===== config.mk =====
export PLATFORM = sky130hd
export DESIGN_NAME = psg_lane
export DESIGN_NICKNAME = d
export VERILOG_FILES = /design/src/psg_pkg.sv /design/src/psg_lane.sv
export SDC_FILE = /design/constraint.sdc
export NUM_CORES = 2
export LEC_CHECK = 0
export ABC_CLOCK_PERIOD_IN_PS = 10900
export BUFFER_PORTS_ARGS = -buffer_cell sky130_fd_sc_hd__buf_4
export CORE_MARGIN = 2
export CORE_UTILIZATION = 40
export DETAILED_ROUTE_END_ITERATION = 10
export GPL_TIMING_DRIVEN = 1
export HOLD_SLACK_MARGIN = 0.03
export PLACE_DENSITY = 0.57
export SETUP_SLACK_MARGIN = 0.4
export SLEW_MARGIN = 40
export SYNTH_ARGS = -nofsm -noshare
export SYNTH_HDL_FRONTEND = slang
export SYNTH_SLANG_ARGS = --single-unit

===== constraint.sdc =====
create_clock -name clk -period 10.9 [get_ports clk]
set_input_delay 1.09 -clock clk [delete_from_list [all_inputs] [get_ports clk]]
set_output_delay 1.09 -clock clk [all_outputs]
set_load 0.01 [all_outputs]

===== src/psg_pkg.sv =====
`default_nettype none

package psg_pkg;

	localparam int PALETTE_ENTRIES = 256;
	localparam int ADDR_W          = $clog2(PALETTE_ENTRIES);
	localparam int RGB_W           = 24;

	localparam int SHADE_LEVELS = 65;
	localparam logic [6:0] LEVEL_MAX   = 7'(SHADE_LEVELS - 1);
	localparam logic [6:0] LEVEL_DARK  = 7'd31;
	localparam logic [6:0] LEVEL_LIGHT = 7'd32;

	localparam logic [8:0]  CONTRAST_OFFSET = 9'd127;
	localparam logic [12:0] SHADE_SAT       = 13'd8191;
	localparam logic [7:0]  CHAN_MAX        = 8'd255;

	// ceil(2^K / d) reciprocals, exact for the stated input widths
	localparam logic [16:0] RECIP_255_16 = 17'd65794;
	localparam logic [25:0] RECIP_255_25 = 26'd33686019;
	localparam logic [20:0] RECIP_31_20  = 21'd1082402;

	// s1 is the palette read, s8 the last arithmetic stage
	localparam int LAST_STAGE = 8;

	localparam int CFG_IDX_W  = 3;
	localparam int CFG_DATA_W = 16;

	typedef enum logic {
		KIND_LOAD   = 1'b0,
		KIND_LOOKUP = 1'b1
	} kind_t;

	typedef enum logic [CFG_IDX_W-1:0] {
		REG_TINT_RED   = 3'd0,
		REG_TINT_GREEN = 3'd1,
		REG_TINT_BLUE  = 3'd2,
		REG_CONTRAST   = 3'd3,
		REG_BRIGHTNESS = 3'd4
	} cfg_reg_t;

	typedef struct packed {
		logic [LAST_STAGE:2] ld;
	} psg_ctl_t;

	function automatic logic [8:0] div255_16(input logic [15:0] x);
		logic [32:0] p;
		p = {17'b0, x} * {16'b0, RECIP_255_16};
		return p[32:24];
	endfunction

	function automatic logic [16:0] div255_25(input logic [24:0] x);
		logic [50:0] p;
		p = {26'b0, x} * {25'b0, RECIP_255_25};
		return p[49:33];
	endfunction

	function automatic logic [15:0] div31_20(input logic [19:0] x);
		logic [40:0] p;
		p = {21'b0, x} * {20'b0, RECIP_31_20};
		return p[40:25];
	endfunction

endpackage

`default_nettype wire


===== src/psg_lane.sv =====
`default_nettype none

module psg_lane (
	input  wire logic              clk,
	input  wire psg_pkg::psg_ctl_t ctl,
	input  wire logic [7:0]        base,
	input  wire logic [7:0]        tint,
	input  wire logic [15:0]       contrast,
	input  wire logic [8:0]        bright_hi,
	input  wire logic [7:0]        bright_lo,
	input  wire logic [6:0]        level,
	output logic      [7:0]        result
);
	import psg_pkg::*;

	// s2: tint
	logic [15:0] tprod;
	logic [16:0] tsum;
	logic [7:0]  t_s2;
	logic [6:0]  lvl_s2;
	// s3: contrast product
	logic [8:0]  toff;
	logic [24:0] xc_s3;
	logic [6:0]  lvl_s3;
	// s4: contrast quotient
	logic [16:0] qc_s4;
	logic [6:0]  lvl_s4;
	// s5: brightness split products
	logic [16:0] mag;
	logic        neg_s5;
	logic [25:0] phi_s5;
	logic [24:0] plo_s5;
	logic [6:0]  lvl_s5;
	// s6
	logic        neg_s6;
	logic [25:0] phi_s6;
	logic [16:0] qlo_s6;
	logic [6:0]  lvl_s6;
	// s7: saturate and shade product
	logic [26:0] c2;
	logic [12:0] cs;
	logic [6:0]  fac;
	logic        neg_s7;
	logic [12:0] cs_s7;
	logic [19:0] xs_s7;
	logic [6:0]  lvl_s7;
	// s8: shade quotient
	logic        neg_s8;
	logic [12:0] cs_s8;
	logic [15:0] qs_s8;
	logic [6:0]  lvl_s8;
	logic [15:0] shaded;

	assign tprod = {8'b0, base} * {8'b0, tint};
	// x/255 as (x + (x>>8) + 1) >> 8, exact below 65535
	assign tsum  = {1'b0, tprod} + {9'b0, tprod[15:8]} + 17'd1;
	assign toff  = {1'b0, t_s2} + CONTRAST_OFFSET;
	assign mag   = qc_s4 - {8'b0, CONTRAST_OFFSET};

	// brightness = m*(b/255) + m*(b%255)/255
	assign c2 = {1'b0, phi_s6} + {10'b0, qlo_s6};
	// past 8191 every level gives the same clamped result as the true value
	assign cs = (c2 > {14'b0, SHADE_SAT}) ? SHADE_SAT : c2[12:0];

	always_comb begin
		if (lvl_s6 < LEVEL_DARK) begin
			fac = lvl_s6;
		end else if (lvl_s6 > LEVEL_LIGHT) begin
			fac = 7'((lvl_s6 - LEVEL_DARK) << 1);
		end else begin
			fac = 7'd0;
		end
	end

	always_comb begin
		if (lvl_s8 < LEVEL_DARK) begin
			shaded = qs_s8;
		end else if (lvl_s8 > LEVEL_LIGHT) begin
			shaded = {3'b0, cs_s8} + qs_s8;
		end else begin
			shaded = {3'b0, cs_s8};
		end
	end

	always_comb begin
		if (neg_s8) begin
			result = 8'd0;
		end else if (shaded > {8'b0, CHAN_MAX}) begin
			result = CHAN_MAX;
		end else begin
			result = shaded[7:0];
		end
	end

	always_ff @(posedge clk) begin
		if (ctl.ld[2]) begin
			t_s2   <= tsum[15:8];
			lvl_s2 <= level;
		end
		if (ctl.ld[3]) begin
			xc_s3  <= {16'b0, toff} * {9'b0, contrast};
			lvl_s3 <= lvl_s2;
		end
		if (ctl.ld[4]) begin
			qc_s4  <= div255_25(xc_s3);
			lvl_s4 <= lvl_s3;
		end
		if (ctl.ld[5]) begin
			neg_s5 <= (qc_s4 < {8'b0, CONTRAST_OFFSET});
			phi_s5 <= {9'b0, mag} * {17'b0, bright_hi};
			plo_s5 <= {8'b0, mag} * {17'b0, bright_lo};
			lvl_s5 <= lvl_s4;
		end
		if (ctl.ld[6]) begin
			neg_s6 <= neg_s5;
			phi_s6 <= phi_s5;
			qlo_s6 <= div255_25(plo_s5);
			lvl_s6 <= lvl_s5;
		end
		if (ctl.ld[7]) begin
			neg_s7 <= neg_s6;
			cs_s7  <= cs;
			xs_s7  <= {7'b0, cs} * {13'b0, fac};
			lvl_s7 <= lvl_s6;
		end
		if (ctl.ld[8]) begin
			neg_s8 <= neg_s7;
			cs_s8  <= cs_s7;
			qs_s8  <= div31_20(xs_s7);
			lvl_s8 <= lvl_s7;
		end
	end

endmodule

`default_nettype wire


==> flow_summary.ini <==
[status]
outcome = completed

[worst_setup_path]
required_ps = 11230
worstSetupStartpointType = flop
arrival_ps = 8900
cp-end-kind = flop
crit_type = flop to flop
cp_slowest_cell = and3_2
critical_path_peak_fanout = 45
cp_slowest_stage_delay_ps = 700

[sta]
slew_violations = 0
fmax_mhz = 117
worstMarginPinSlew_ps = 812
period_share_pct = 78.6
hold_viol_final = 0
rsz0062_at_grt = false
holdWs_ps = 411
finalSetupViolations = 0
skew_ps = 23.4
min_period_ps = 8570
max_slew_margin_pct = 45.9
tns_ps = 0

[yosys]
async_flop_share_pct = 0
synthTopCellsByCount = 777 x inv_1, 763 x ha_1, 483 x fa_1
synth_seq_cells = 259
synth_warnings = 0
ys_seq_area_share_pct = 19.6
ys_top_cells_by_area = fa_1 24%, ha_1 24%, edfxtp_1 20%, inv_1 7.4%, nand2_1 3.6%
synth.net_count = 5285
synth_top_area_cell = fa_1
syn_area_per_cell_um2 = 9.96
synth.most_common_cell = inv_1
synth_edf_count = 259
synth_cell_types = 75
syn_inst = 3975
synth_top_area_share_pct = 24.4
netlist_area_um2 = 39600
synth_ff_type = edfxtp_1

[global_routing]
grt_max_degree = 60
grt.total_usage_pct = 17.1
grt_first_pass_wirelength_um = 142000
grt_overflow = 0
busiest_layer = met2
grt_use_met2_pct = 29.2
grt_pass1_vias = 27577
use_met3_pct = 1.58
gr-usage-met1_pct = 24.0
antenna_found_initial = 1

[place]
dp_hpwl_um = 69300
place.gp.congestion = 0.831
portBuffers = 71

[floorplan]
die_h_um = 319
coreArea_um2 = 98300
fp.dieW_um = 319
start_util_pct = 40.3
num_rows = 115
pin_count = 72
die-area_um2 = 102000

[cells_and_area]
nets = 5330
syn_to_final_growth_pct = 7.86
drive_above_1_share_pct = 4.30
antenna_cells = 0

[clock_network]
cts_resized = 0
cts_tree = done
root_buffer = clkbuf_16
cts_htree_levels = 1
clock_sinks = 259
cts_setup_buffers = 0
postCtsHoldBufs = 0
path_clk_slew_ps = 70
cts_max_path_buffers = 3
clk_latency_ps = 600
cts_buffers = 29

[route]
drtIter0Drc = 1118
routedWlPerCell_um = 15.7
drt_wl_total_um = 83700
dr_total_vias = 26364
drc_errors = 0
firstDrtPassIters = 6
vias_per_cell = 4.95
ant_nets = 0

[worst_hold_path]
hold_class = flop to flop

[run]
max-cap-violations = 0
==> cells in the final DEF, fill, tap and decap left out, types with 15 or more instances in the layout <==
master	instances
xor2_1	51
o21ai_0	74
edfxtp_1	259
nand4_1	18
buf_4	95
nand2_1	383
nand3_1	56
ha_1	763
inv_1	777
nor3_1	39
a31oi_1	15
nor2_1	109
o21a_1	28
and3_1	15
nor2b_1	41
fa_1	483
and2_1	194
nand2b_1	30
a21o_1	79
xnor2_1	118
clkbuf_16	29
o21bai_1	19
a21oi_1	182
==> per-stage QoR <==
stage,std cells,util [%],setup WS (ps),instance area [um2]
final,5330,43.5,2330,42700
after CTS,5330,43.5,2230,42700
after detailed placement,5276,42.4,2230,41600
after global placement,5276,42.3,2430,41500
after global routing,5330,43.5,1670,42700
after floorplan,3975,-,3390,39600
==> layout make-up <==
| class | count | area (um2) |
|---|---|---|
| clock buffer | 30 | 729 |
| clock inverter | 24 | 353 |
| fill | 9473 | 55600 |
| inverter | 777 | 2920 |
| multi-input combinational | 2858 | 28600 |
| sequential | 259 | 7780 |
| tap | 1287 | 1610 |
| timing repair buffer | 95 | 713 |
==> critical path, delay by kind of cell (launching register included) <==
kind / cells / cell delay, ps
AO/OA/AOI/OAI: 15 / 3450
multiplexers: 1 / 90
buffers and inverters: 4 / 660
AND/OR/NAND/NOR: 1 / 700
XOR/XNOR: 1 / 90
adder cells (fa/ha/maj): 7 / 2970
flip-flops: 1 / 370
==> worst paths after layout <==
check                                start          to  slack (ps)  cells after the start
worst min register to register  phi_s5[19]  phi_s6[19]         410                      0
worst min-delay path            phi_s5[19]  phi_s6[19]         410                      0
worst max register to register   phi_s6[0]   xs_s7[16]        2330                     29
worst max-delay path             phi_s6[0]   xs_s7[16]        2330                     29
==> logic make-up (layout without fill, tap and decap cells) <==
group	after synthesis	after routing	synth area share, %
adders and majority gates	1246	1246	48.5
xor gates and xnor gates	175	175	3.87
AOI/OAI and AO/OA	507	507	8.25
and+or+nand+nor	924	924	11.2
buffers and inverters	858	926	8.30
DFF	259	259	19.6
muxes	6	6	0.152
==> routing by layer <==
| layer | part of all wire, % | wire (um) |
|---|---|---|
| met5 | 0.016 | 13 |
| met4 | 1.3 | 1060 |
| met3 | 3.1 | 2590 |
| met2 | 47 | 39600 |
| met1 | 48 | 40500 |
==> sequential cells by signal (all words and copies together) (netlist names), 7 cells and up <==
register,cells
phi_s5,26
phi_s6,26
plo_s5,25
xc_s3,25
xs_s7,20
qc_s4,17
qlo_s6,17
qs_s8,16
cs_s7,13
cs_s8,13
t_s2,8
lvl_s2,7
lvl_s3,7
lvl_s4,7
lvl_s5,7
lvl_s6,7
lvl_s7,7
lvl_s8,7
Power is left out: the tool's default activity adds up to more than one toggle a clock period on the data nets, which glitch-free logic cannot reach.
